### src/rprm_pkg.sv
// ----------------------------------------------------------------------------
// rprm_pkg: shared types and constants of the reciprocal pulse-rate meter
// Holds the controller states, request and register codes, and field widths.
// ----------------------------------------------------------------------------
package rprm_pkg;

   // Default width of the pulse counter.
   localparam int PULSE_COUNT_BITS_DEF = 16;

   // Field widths.
   localparam int GAIN_W   = 24;
   localparam int OFFSET_W = 32;
   localparam int TPO_W    = 9;
   localparam int TICK_W   = 8;
   localparam int TS_W     = 16;
   localparam int RATE_W   = 40;
   localparam int CONST_W  = 13;
   localparam int SCALE_W  = GAIN_W + CONST_W;
   localparam int QUOT_W   = 42;
   localparam int SUM_W    = 44;

   // Rate constant of the meter.
   localparam logic [CONST_W-1:0] RATE_CONST = CONST_W'(7800);

   // Largest positive Q24.16 rate.
   localparam logic [RATE_W-1:0] RATE_MAX = {1'b0, {(RATE_W-1){1'b1}}};

   // Request kinds.
   localparam logic [1:0] ACT_PULSE   = 2'd0;
   localparam logic [1:0] ACT_READ    = 2'd1;
   localparam logic [1:0] ACT_RESTART = 2'd2;

   // Register indexes.
   localparam logic [1:0] CSR_FLOW_GAIN   = 2'd0;
   localparam logic [1:0] CSR_FLOW_OFFSET = 2'd1;
   localparam logic [1:0] CSR_TICKS_OVF   = 2'd2;

   typedef enum logic [2:0] {
      ST_IDLE,
      ST_LOAD,
      ST_MUL,
      ST_DIV,
      ST_DONE
   } state_type;

endpackage

### src/reciprocal_pulse_rate_meter_top.sv
// ----------------------------------------------------------------------------
// reciprocal_pulse_rate_meter_top: reciprocal pulse-rate meter
// Counts pulse edges, timestamps the first and the latest edge, and on a read
// reports gain * 7800 * (pulses - 1) / interval + offset with saturation.
// ----------------------------------------------------------------------------
// Pulse and restart requests produce no result. A read runs a load step, a
// one-bit-per-cycle multiply over the pulse count, a one-bit-per-cycle divide
// over the 37 + PULSE_COUNT_BITS bit product and a result step that waits while
// an earlier result is unaccepted; too few pulses or a zero interval skip from
// load to result. No request is taken until a read's result is registered.
// Synchronous reset clears control and pulse state and sets register defaults.
module reciprocal_pulse_rate_meter_top #(
   parameter int PULSE_COUNT_BITS = rprm_pkg::PULSE_COUNT_BITS_DEF
) (
   input  logic        clock,
   input  logic        reset,
   // Request channel.
   input  logic        req_tvalid,
   output logic        req_tready,
   input  logic [15:0] req_tdata,   // [7:0] timer_count, [15:8] overflow_count
   input  logic [1:0]  req_tuser,   // [1:0] action
   // Result channel.
   output logic        rsp_tvalid,
   input  logic        rsp_tready,
   output logic [39:0] rsp_tdata,   // [39:0] rate
   output logic [1:0]  rsp_tuser,   // [0] rate_valid, [1] saturated
   // Register write channel.
   input  logic        csr_valid,
   output logic        csr_ready,
   input  logic [1:0]  csr_index,
   input  logic [31:0] csr_data
);

   localparam int P     = PULSE_COUNT_BITS;
   localparam int NW    = rprm_pkg::SCALE_W + P;
   localparam int CNT_W = $clog2(NW);
   localparam int SW    = rprm_pkg::SCALE_W;
   localparam int TS_W  = rprm_pkg::TS_W;
   localparam int QW    = rprm_pkg::QUOT_W;

   localparam logic [SW-1:0] RATE_CONST_EXT = SW'(rprm_pkg::RATE_CONST);

   rprm_pkg::state_type state_ff, state_in;

   // Registers.
   logic [rprm_pkg::GAIN_W-1:0]          gain_ff;
   logic signed [rprm_pkg::OFFSET_W-1:0] offset_ff;
   logic [rprm_pkg::TPO_W-1:0]           tpo_ff;

   // Pulse state.
   logic [P-1:0]                 pulse_cnt_ff, pulse_cnt_in;
   logic [rprm_pkg::TICK_W-1:0]  first_tick_ff, first_tick_in;
   logic [rprm_pkg::TICK_W-1:0]  first_ovf_ff, first_ovf_in;
   logic [rprm_pkg::TICK_W-1:0]  last_tick_ff, last_tick_in;
   logic [rprm_pkg::TICK_W-1:0]  last_ovf_ff, last_ovf_in;

   // Arithmetic datapath.
   logic [SW-1:0]    scale_ff, scale_in;
   logic [TS_W-1:0]  div_ff, div_in;
   logic [NW-1:0]    prod_ff, prod_in;
   logic [TS_W-1:0]  rem_ff, rem_in;
   logic [QW-1:0]    quot_ff, quot_in;
   logic             qbig_ff, qbig_in;
   logic             res_ok_ff, res_ok_in;
   logic [CNT_W-1:0] step_ff, step_in;

   // Result register.
   logic                      rsp_valid_ff, rsp_valid_in;
   logic [rprm_pkg::RATE_W-1:0] rsp_rate_ff, rsp_rate_in;
   logic                      rsp_ok_ff, rsp_ok_in;
   logic                      rsp_sat_ff, rsp_sat_in;

   logic req_fire;
   logic out_free;

   // Combinational helpers.
   logic [16:0]            ovf_last_mul, ovf_first_mul;
   logic [TS_W-1:0]        ts_last, ts_first, interval;
   logic [SW:0]            mul_sum;
   logic [TS_W:0]          shifted, trial;
   logic [QW-1:0]          quot_eff;
   logic signed [rprm_pkg::SUM_W-1:0] rate_sum;
   logic                   rate_sat;

   assign req_fire   = req_tvalid && req_tready;
   assign out_free   = !rsp_valid_ff || rsp_tready;
   assign csr_ready  = 1'b1;
   assign rsp_tvalid = rsp_valid_ff;
   assign rsp_tdata  = rsp_rate_ff;
   assign rsp_tuser  = {rsp_sat_ff, rsp_ok_ff};

   // Next state.
   always_comb begin
      state_in = state_ff;
      unique case (state_ff)
         rprm_pkg::ST_IDLE: begin
            if (req_fire && req_tuser == rprm_pkg::ACT_READ) state_in = rprm_pkg::ST_LOAD;
         end
         rprm_pkg::ST_LOAD: begin
            if (pulse_cnt_ff > P'(1) && interval != '0) state_in = rprm_pkg::ST_MUL;
            else state_in = rprm_pkg::ST_DONE;
         end
         rprm_pkg::ST_MUL: begin
            if (step_ff == '0) state_in = rprm_pkg::ST_DIV;
         end
         rprm_pkg::ST_DIV: begin
            if (step_ff == '0) state_in = rprm_pkg::ST_DONE;
         end
         rprm_pkg::ST_DONE: begin
            if (out_free) state_in = rprm_pkg::ST_IDLE;
         end
         default: state_in = rprm_pkg::ST_IDLE;
      endcase
   end

   // Handshake outputs.
   always_comb begin
      unique case (state_ff)
         rprm_pkg::ST_IDLE: req_tready = 1'b1;
         default:           req_tready = 1'b0;
      endcase
   end

   // Timestamps and interval, used in the load cycle.
   always_comb begin
      ovf_last_mul  = 17'(last_ovf_ff) * 17'(tpo_ff);
      ovf_first_mul = 17'(first_ovf_ff) * 17'(tpo_ff);
      ts_last  = ovf_last_mul[TS_W-1:0] + TS_W'(last_tick_ff);
      ts_first = ovf_first_mul[TS_W-1:0] + TS_W'(first_tick_ff);
      interval = ts_last - ts_first;
   end

   // One multiply step and one divide step.
   always_comb begin
      mul_sum = {1'b0, prod_ff[NW-1:P]} + (prod_ff[0] ? {1'b0, scale_ff} : '0);
      shifted = {rem_ff, prod_ff[NW-1]};
      trial   = shifted - {1'b0, div_ff};
   end

   // Offset add and saturation. A quotient beyond the tracked range always saturates.
   always_comb begin
      quot_eff = qbig_ff ? {1'b1, {(QW-1){1'b0}}} : quot_ff;
      rate_sum = $signed({2'b00, quot_eff})
               + $signed({{(rprm_pkg::SUM_W-rprm_pkg::OFFSET_W){offset_ff[31]}}, offset_ff});
      rate_sat = qbig_ff || (!rate_sum[rprm_pkg::SUM_W-1]
                             && rate_sum[rprm_pkg::SUM_W-2:rprm_pkg::RATE_W-1] != '0);
   end

   // Datapath next values.
   always_comb begin
      pulse_cnt_in  = pulse_cnt_ff;
      first_tick_in = first_tick_ff;
      first_ovf_in  = first_ovf_ff;
      last_tick_in  = last_tick_ff;
      last_ovf_in   = last_ovf_ff;
      scale_in      = scale_ff;
      div_in        = div_ff;
      prod_in       = prod_ff;
      rem_in        = rem_ff;
      quot_in       = quot_ff;
      qbig_in       = qbig_ff;
      res_ok_in     = res_ok_ff;
      step_in       = step_ff;
      rsp_valid_in  = rsp_valid_ff && !rsp_tready;
      rsp_rate_in   = rsp_rate_ff;
      rsp_ok_in     = rsp_ok_ff;
      rsp_sat_in    = rsp_sat_ff;

      if (req_fire) begin
         case (req_tuser)
            rprm_pkg::ACT_PULSE: begin
               if (pulse_cnt_ff != '1) pulse_cnt_in = pulse_cnt_ff + P'(1);
               if (pulse_cnt_ff == '0) begin
                  first_tick_in = req_tdata[7:0];
                  first_ovf_in  = req_tdata[15:8];
               end else begin
                  last_tick_in = req_tdata[7:0];
                  last_ovf_in  = req_tdata[15:8];
               end
            end
            rprm_pkg::ACT_RESTART: begin
               pulse_cnt_in  = '0;
               first_tick_in = '0;
               first_ovf_in  = '0;
               last_tick_in  = '0;
               last_ovf_in   = '0;
            end
            default: ;
         endcase
      end

      case (state_ff)
         rprm_pkg::ST_LOAD: begin
            scale_in  = SW'(gain_ff * RATE_CONST_EXT);
            div_in    = interval;
            prod_in   = NW'(pulse_cnt_ff - P'(1));
            rem_in    = '0;
            quot_in   = '0;
            qbig_in   = 1'b0;
            res_ok_in = pulse_cnt_ff > P'(1) && interval != '0;
            step_in   = CNT_W'(P - 1);
         end
         rprm_pkg::ST_MUL: begin
            prod_in = {mul_sum, prod_ff[P-1:1]};
            step_in = (step_ff == '0) ? CNT_W'(NW - 1) : step_ff - CNT_W'(1);
         end
         rprm_pkg::ST_DIV: begin
            prod_in = {prod_ff[NW-2:0], 1'b0};
            quot_in = {quot_ff[QW-2:0], !trial[TS_W]};
            qbig_in = qbig_ff || quot_ff[QW-1];
            rem_in  = trial[TS_W] ? shifted[TS_W-1:0] : trial[TS_W-1:0];
            step_in = step_ff - CNT_W'(1);
         end
         rprm_pkg::ST_DONE: begin
            if (out_free) begin
               rsp_valid_in = 1'b1;
               rsp_ok_in    = res_ok_ff;
               rsp_sat_in   = res_ok_ff && rate_sat;
               if (!res_ok_ff) rsp_rate_in = '0;
               else if (rate_sat) rsp_rate_in = rprm_pkg::RATE_MAX;
               else rsp_rate_in = rate_sum[rprm_pkg::RATE_W-1:0];
            end
         end
         default: ;
      endcase
   end

   // Registers written through the register channel.
   always_ff @(posedge clock) begin
      if (reset) begin
         gain_ff   <= rprm_pkg::GAIN_W'(65536);
         offset_ff <= '0;
         tpo_ff    <= rprm_pkg::TPO_W'(256);
      end else if (csr_valid && csr_ready) begin
         unique case (csr_index)
            rprm_pkg::CSR_FLOW_GAIN:   gain_ff   <= csr_data[rprm_pkg::GAIN_W-1:0];
            rprm_pkg::CSR_FLOW_OFFSET: offset_ff <= $signed(csr_data);
            rprm_pkg::CSR_TICKS_OVF:   tpo_ff    <= csr_data[rprm_pkg::TPO_W-1:0];
            default: ;
         endcase
      end
   end

   // Control and pulse state.
   always_ff @(posedge clock) begin
      if (reset) begin
         state_ff      <= rprm_pkg::ST_IDLE;
         rsp_valid_ff  <= 1'b0;
         pulse_cnt_ff  <= '0;
         first_tick_ff <= '0;
         first_ovf_ff  <= '0;
         last_tick_ff  <= '0;
         last_ovf_ff   <= '0;
      end else begin
         state_ff      <= state_in;
         rsp_valid_ff  <= rsp_valid_in;
         pulse_cnt_ff  <= pulse_cnt_in;
         first_tick_ff <= first_tick_in;
         first_ovf_ff  <= first_ovf_in;
         last_tick_ff  <= last_tick_in;
         last_ovf_ff   <= last_ovf_in;
      end
   end

   // Arithmetic and result payload.
   always_ff @(posedge clock) begin
      scale_ff    <= scale_in;
      div_ff      <= div_in;
      prod_ff     <= prod_in;
      rem_ff      <= rem_in;
      quot_ff     <= quot_in;
      qbig_ff     <= qbig_in;
      res_ok_ff   <= res_ok_in;
      step_ff     <= step_in;
      rsp_rate_ff <= rsp_rate_in;
      rsp_ok_ff   <= rsp_ok_in;
      rsp_sat_ff  <= rsp_sat_in;
   end

   // The divide remainder stays below the divisor.
   a_rem_below_div: assert property (@(posedge clock) disable iff (reset)
      state_ff == rprm_pkg::ST_DIV |-> rem_ff < div_ff)
      else $error("divide remainder not below divisor");

   // An accepted pulse never leaves the count at zero.
   a_pulse_counted: assert property (@(posedge clock) disable iff (reset)
      req_tvalid && req_tready && req_tuser == rprm_pkg::ACT_PULSE |=> pulse_cnt_ff != '0)
      else $error("pulse count wrapped");

   // A rate that is not valid is zero and not saturated.
   a_invalid_zero: assert property (@(posedge clock) disable iff (reset)
      rsp_tvalid && !rsp_tuser[0] |-> rsp_tdata == '0 && !rsp_tuser[1])
      else $error("invalid rate not cleared");

   // A saturated rate sits at the positive limit.
   a_sat_limit: assert property (@(posedge clock) disable iff (reset)
      rsp_tvalid && rsp_tuser[1] |-> rsp_tuser[0] && rsp_tdata == rprm_pkg::RATE_MAX)
      else $error("saturated rate not at limit");

endmodule
### config.mk
export PLATFORM = sky130hd
export DESIGN_NAME = reciprocal_pulse_rate_meter_top
export DESIGN_NICKNAME = d
export VERILOG_FILES = /design/src/rprm_pkg.sv /design/src/reciprocal_pulse_rate_meter_top.sv
export SDC_FILE = /design/constraint.sdc
export NUM_CORES = 1
export LEC_CHECK = 0
export BUFFER_PORTS_ARGS = -buffer_cell sky130_fd_sc_hd__buf_2
export CAP_MARGIN = 40
export CORE_MARGIN = 3
export CORE_UTILIZATION = 30
export DETAILED_ROUTE_END_ITERATION = 12
export PLACE_DENSITY = 0.54
export SLEW_MARGIN = 20
export SYNTH_ARGS = -nofsm -noshare
export SYNTH_HDL_FRONTEND = slang
export SYNTH_SLANG_ARGS = --single-unit
### constraint.sdc
create_clock -name clock -period 7.36 [get_ports clock]
set_clock_uncertainty 0.05 [all_clocks]
set_input_delay 1.472 -clock clock [delete_from_list [all_inputs] [get_ports clock]]
set_output_delay 1.472 -clock clock [all_outputs]
set_load 0.02 [all_outputs]
==> Word-level counts from Yosys, hierarchy flattened <==
Index checks and enable logic that the tools add are counted.
{ "totals": {"elab_cells": 113, "memories": 0, "reg_bits": 328, "mem_bits_ro": 0, "inputBits": 57, "mem_bits_rw": 0, "latch_bits": 0} }
{ "op_classes": {"n_addsub": 9, "div": 0, "n_bitwise": 1, "muxes": 29, "eq_ne": 16, "order_cmp": 1, "mul": 3, "n_shift": 0, "n_reduce_logical": 32} }
{ "op_table": {"columns": ["cell", "count"], "rows": [
  ["case mux 53 bit (3 select lines)", 1],
  ["case mux 42 bit (2 select lines)", 1],
  ["case mux 16 bit (2 select lines)", 2],
  ["case mux 8 bit (2 select lines)", 4],
  ["adder 43 x 32 -> 44 bit", 1],
  ["2-to-1 mux 42 bit", 1],
  ["2-to-1 mux 39 bit", 1],
  ["adder 37 x 37 -> 38 bit", 1],
  ["2-to-1 mux 37 bit", 1],
  ["multiplier 24 x 10 -> 34 bit (second input constant)", 1],
  ["adder 16 x 8 -> 16 bit", 2],
  ["multiplier 8 x 9 -> 16 bit", 2],
  ["2-to-1 mux 16 bit", 2],
  ["2-to-1 mux 8 bit", 4],
  ["case mux 6 bit (3 select lines)", 1],
  ["subtractor 16 x 1 -> 17 bit (second input constant)", 1],
  ["subtractor 17 x 16 -> 17 bit", 1],
  ["adder 16 x 1 -> 16 bit (second input constant)", 1],
  ["> comparator 16 x 1 -> 1 bit (second input constant)", 1],
  ["zero test 16 bit", 1],
  ["!= test 16 bit (second input constant)", 1],
  ["nonzero test 16 bit", 1],
  ["subtractor 16 bit", 1],
  ["2-to-1 mux 3 bit", 5],
  ["25 further kinds", 53]
]} }

==> Depth between registers and ports, before layout <==
{ "logic_depth": {"ltp_word": 7, "depth_mapped": 24} }

==> Worst setup path before layout <==
No wires, ideal clock.
{ "synth_path": {"path_kind": "register to register", "from": "register tpo_ff[6] (netlist bit)", "to": "register state_ff[2]", "period_less_slack_ns": 6.194, "setup_time_ns": 0.071, "path_slack_ns": 1.166, "required_ns": 7.239, "t_arrival_ns": 6.073, "n_path_buf": 1, "path_stages_with_launch": 22, "path_cell_list": "dfxtp_1 > clkbuf_1 > nand2_1 > fa_1 > fa_1 > fa_1 > inv_1 > fa_1 > fa_1 > inv_1 > fa_1 > inv_1 > ha_1 > a21o_1 > a31o_2 > a41o_1 > o22ai_1 > xnor2_1 > or4_1 > o31a_1 > nand2b_1 > a21oi_1"} }
{ "synth_via": {"elab_chain_cells": 7} }
{ "synth_lines": {"columns": ["item", "line_no", "text"], "rows": [
  ["start: declaration", "reciprocal_pulse_rate_meter_top.sv:48", "logic [rprm_pkg::TPO_W-1:0] tpo_ff;"],
  ["start signal: assignment", "reciprocal_pulse_rate_meter_top.sv:233", "tpo_ff <= rprm_pkg::TPO_W'(256);"],
  ["start signal: assignment", "reciprocal_pulse_rate_meter_top.sv:238", "rprm_pkg::CSR_TICKS_OVF: tpo_ff <= csr_data[rprm_pkg::TPO_W-1:0];"],
  ["multiplier 8 x 9 -> 16 bit, on equally long branches", "reciprocal_pulse_rate_meter_top.sv:126, reciprocal_pulse_rate_meter_top.sv:127", null],
  ["adder 16 x 8 -> 16 bit, on equally long branches", "reciprocal_pulse_rate_meter_top.sv:128, reciprocal_pulse_rate_meter_top.sv:129", null],
  ["subtractor 16 bit (*)", "reciprocal_pulse_rate_meter_top.sv:130", "interval = ts_last - ts_first;"],
  ["via interval[14]", "reciprocal_pulse_rate_meter_top.sv:78", "logic [TS_W-1:0] ts_last, ts_first, interval;"],
  ["nonzero test 16 bit (*)", "reciprocal_pulse_rate_meter_top.sv:100", "if (pulse_cnt_ff > P'(1) && interval != '0) state_in = rprm_pkg::ST_MUL;"],
  ["logical AND 1 bit (*)", "reciprocal_pulse_rate_meter_top.sv:100", null],
  ["2-to-1 mux 3 bit (*)", "reciprocal_pulse_rate_meter_top.sv:100", null],
  ["case mux 3 bit (5 select lines) (*)", "reciprocal_pulse_rate_meter_top.sv:95", "unique case (state_ff)"],
  ["end signal: assignment", "reciprocal_pulse_rate_meter_top.sv:247", "state_ff <= rprm_pkg::ST_IDLE;"],
  ["end signal: assignment", "reciprocal_pulse_rate_meter_top.sv:255", "state_ff <= state_in;"],
  ["end: declaration", "reciprocal_pulse_rate_meter_top.sv:43", "rprm_pkg::state_type state_ff, state_in;"]
]} }
Mark *: on every way through the listed nets, which the timed path passes. The rest lies on a longest branch.
A chain may end at the register's enable or synchronous reset.

==> Final worst setup path <==
{ "layout_path": {"from": "register tpo_ff[5] (netlist bit)", "to": "register state_ff[2]"} }
The elaborated chain is that of the path after synthesis.

==> metrics.yaml <==
core_sq_mm: 0.09361
cts_inserted_buffers: 43
synth_top_area_share_pct: 22.29
hold_class: "flip-flop to flip-flop"
io_pins: 102
htreeDepth: 2
place_hpwl_um: 55050
clk_path_buf_depth: 3
tightest_slew_ns: 0.7640
endpoint_kind: "flip-flop"
status: "finished, final reports clean"
grt_pass1_wl_um: 114800
crit_type: "flip-flop to flip-flop"
layout_commonest_cell: "nand2_1"
max-vdd-ir-drop_mv: 0.1728
vias: 20540
rows: 112
holdBufCountCts: 0
yosysWarnings: 0
grt_pass1_vias: 20570
drtPass1Iterations: 5
drtAntennaViolNets: 0
cpPeakStageDelay_ns: 0.73
maxSlewHeadroom_pct: 49.07
ys_types: 83
dieArea_sq_mm: 0.09847
finalNetCount: 3481
yosys_register_bits: 328
vias_per_cell: 4.850
cts.clk_slew.worst_paths_ns: 0.06
async_flop_share_pct: 0
syn_inst: 2904
grt_max_degree: 91
drv_cap: 0
layout_min_cycle_time_ns: 6.541
maxClockFrequency_ghz: 0.1529
rsz0062_at_grt: "false"
port_buffers: 100
avgRoutedWirePerCell_um: 16.78
synth-edff-count: 211
start_kind: "flip-flop"
dieHeight_um: 313.8
required_ns: 7.80
ys_top_cells_by_area: "edfxtp_1 22%, fa_1 16%, ha_1 11%, dfxtp_1 8.2%, a21oi_1 4.9%"
dp.cells: 4152
r2r_slack_ns: 0.82
drt_iter0_drc: 1305
avgSynthCellArea_sq_um: 9.787
cts_tree: "done"
syn_to_final_growth_pct: 11.03
final_cells: 4235
synth_area_sq_mm: 0.02842
period_share_pct: 88.87
ys_seq_area_share_pct: 30.53
clock_latency_ns: 0.59
setup_tns_ns: 0
post-route-drc-count: 0
fin_util_pct: 33.71
gp_congestion: 0.8935
cp_cell_sequence: "nand2_1 > fa_1 > fa_1 > fa_1 > inv_1 > fa_1 > fa_1 > inv_1 > fa_1 > inv_1 > ha_1 > a21o_1 > a31o_2 > a41o_1 > o22ai_1 > xnor2_1 > or4_1 > o31a_1 > nand2b_1 > a21oi_1"
cp.arrival_ns: 6.98
initial_utilization_pct: 30.36
postCtsSetupBuffers: 0
path_common_cell: "fa_1"
powerDensity_mw_per_mm2: 173.4
critPathSlowestCell: "dfxtp_1"
cts_sinks: 328
wl_um: 71040
setup_viol: 0
yosysTopAreaCell: "edfxtp_1"
leakagePower_nw: 13.42
synth-main-ff-cell: "edfxtp_1"
slew_viol_final: 0
root_buffer: "clkbuf_16"
gr-total-overflow: 0
drive_above_1_share_pct: 9.634
final_cell_mix: "284 x nand2_1, 277 x a21oi_1, 247 x inv_1, 247 x ha_1, 232 x fa_1"
hold_viol: 0
post_cts_resized: 0
grt_use_total_pct: 14.49
syn_nets: 3440
die_x_um: 313.8
antenna_found_initial: 9
worstPathMaxFanout: 17
-- worst max-delay path: cells and delay by family (launching register included) --
family | cells | cell delay, ns
AND/OR/NAND/NOR | 3 | 0.79
AO/OA/AOI/OAI | 6 | 1.29
XOR/XNOR | 1 | 0.10
buffers and inverters | 3 | 0.15
flip-flops | 1 | 0.73
adder cells (fa/ha/maj) | 7 | 3.36
-- report_power, final --
group          switching [mW]  internal, mW  leakage (nW)
Clock                   0.854          1.22         0.673
Sequential             0.0559          2.06          2.85
Combinational           0.734         0.558          9.90
Total                    1.64          3.83          13.4
-- final timing paths --
| kind | start | endpoint | cells past startpoint |
|---|---|---|---|
| max | tpo_ff[5]$_SDFFE_PP0P_ | state_ff[2]$_SDFFE_PP0P_ | 20 |
| min | last_tick_ff[3]$_SDFFE_PP0P_ | last_tick_ff[3]$_SDFFE_PP0P_ | 2 |
| max reg2reg | tpo_ff[5]$_SDFFE_PP0P_ | state_ff[2]$_SDFFE_PP0P_ | 20 |
| min reg2reg | last_tick_ff[3]$_SDFFE_PP0P_ | last_tick_ff[3]$_SDFFE_PP0P_ | 2 |
-- layout make-up --
class	instances	area [sq um]
fillers	9774	62050
multi-input cells	2193	18200
flip-flops and latches	328	8678
well taps	1254	1569
clock buffers	57	1149
inverters	248	930.9
repair buffers	131	800.8
clock inverters	22	226.5
diodes	2	5.005
-- kinds of logic (layout without fill, tap and decap cells) --
logic type,Yosys count,after routing,synth area share (%)
buf+inv,383,458,5.608
simple gates,871,871,15.82
xor+xnor,153,153,4.715
flops,328,328,30.53
fa+ha+maj,479,479,27.21
other cells,1,3,0.01319
mux,31,31,1.105
compound gates,658,658,14.99
-- layer usage --
layer	wire length [um]	GRT usage, %
met3	4553	3.283
met2	30770	22.03
met4	1494	3.536
met5	31	0
met1	34190	20.80
-- registers in the layout, summed over array words and instances (netlist names), 24 cells and up --
register,count
scale_ff,34
rsp_tdata,40
quot_ff,42
offset_ff,32
gain_ff,24
prod_ff,53
-- per-stage QoR --
stage	power, mW	area, sq um	setup slack (ns)	hold WS [ns]
4_1_cts	5.560	31500	0.8281	0.4084
2_1_floorplan	3.143	28420	1.166	0.3863
5_1_grt	5.811	31560	0.4788	0.4240
6_report	5.473	31560	0.8192	0.4038
3_5_place_dp	3.451	30120	0.8112	0.4002
3_3_place_gp	3.439	30060	0.8965	0.3937
-- Yosys cell counts, types with 7 or more instances --
cell and instances:
a21oi_1 277, a31oi_1 23, o21ai_0 105, edfxtp_1 211, nor2b_1 54, nand3b_1 7
o21bai_1 18, a21o_1 72, xor2_1 54, inv_1 248, a31o_2 7, dfxtp_1 117
buf_4 8, a211oi_2 30, mux2i_1 28, ha_1 247, nand2b_1 34, nor2_1 108
nand4_1 12, nor3_1 39, nor3_2 31, a22oi_1 7, o211ai_1 9, and2_1 130
clkbuf_1 95, a211oi_1 23, fa_1 232, nor4_1 9, buf_2 11, xnor2_1 99
nand3_1 69, and3_1 62, a221o_1 11, or3_1 10, o21a_1 16, buf_6 9
nand2_1 284
Power figures use the tool's default switching activity.
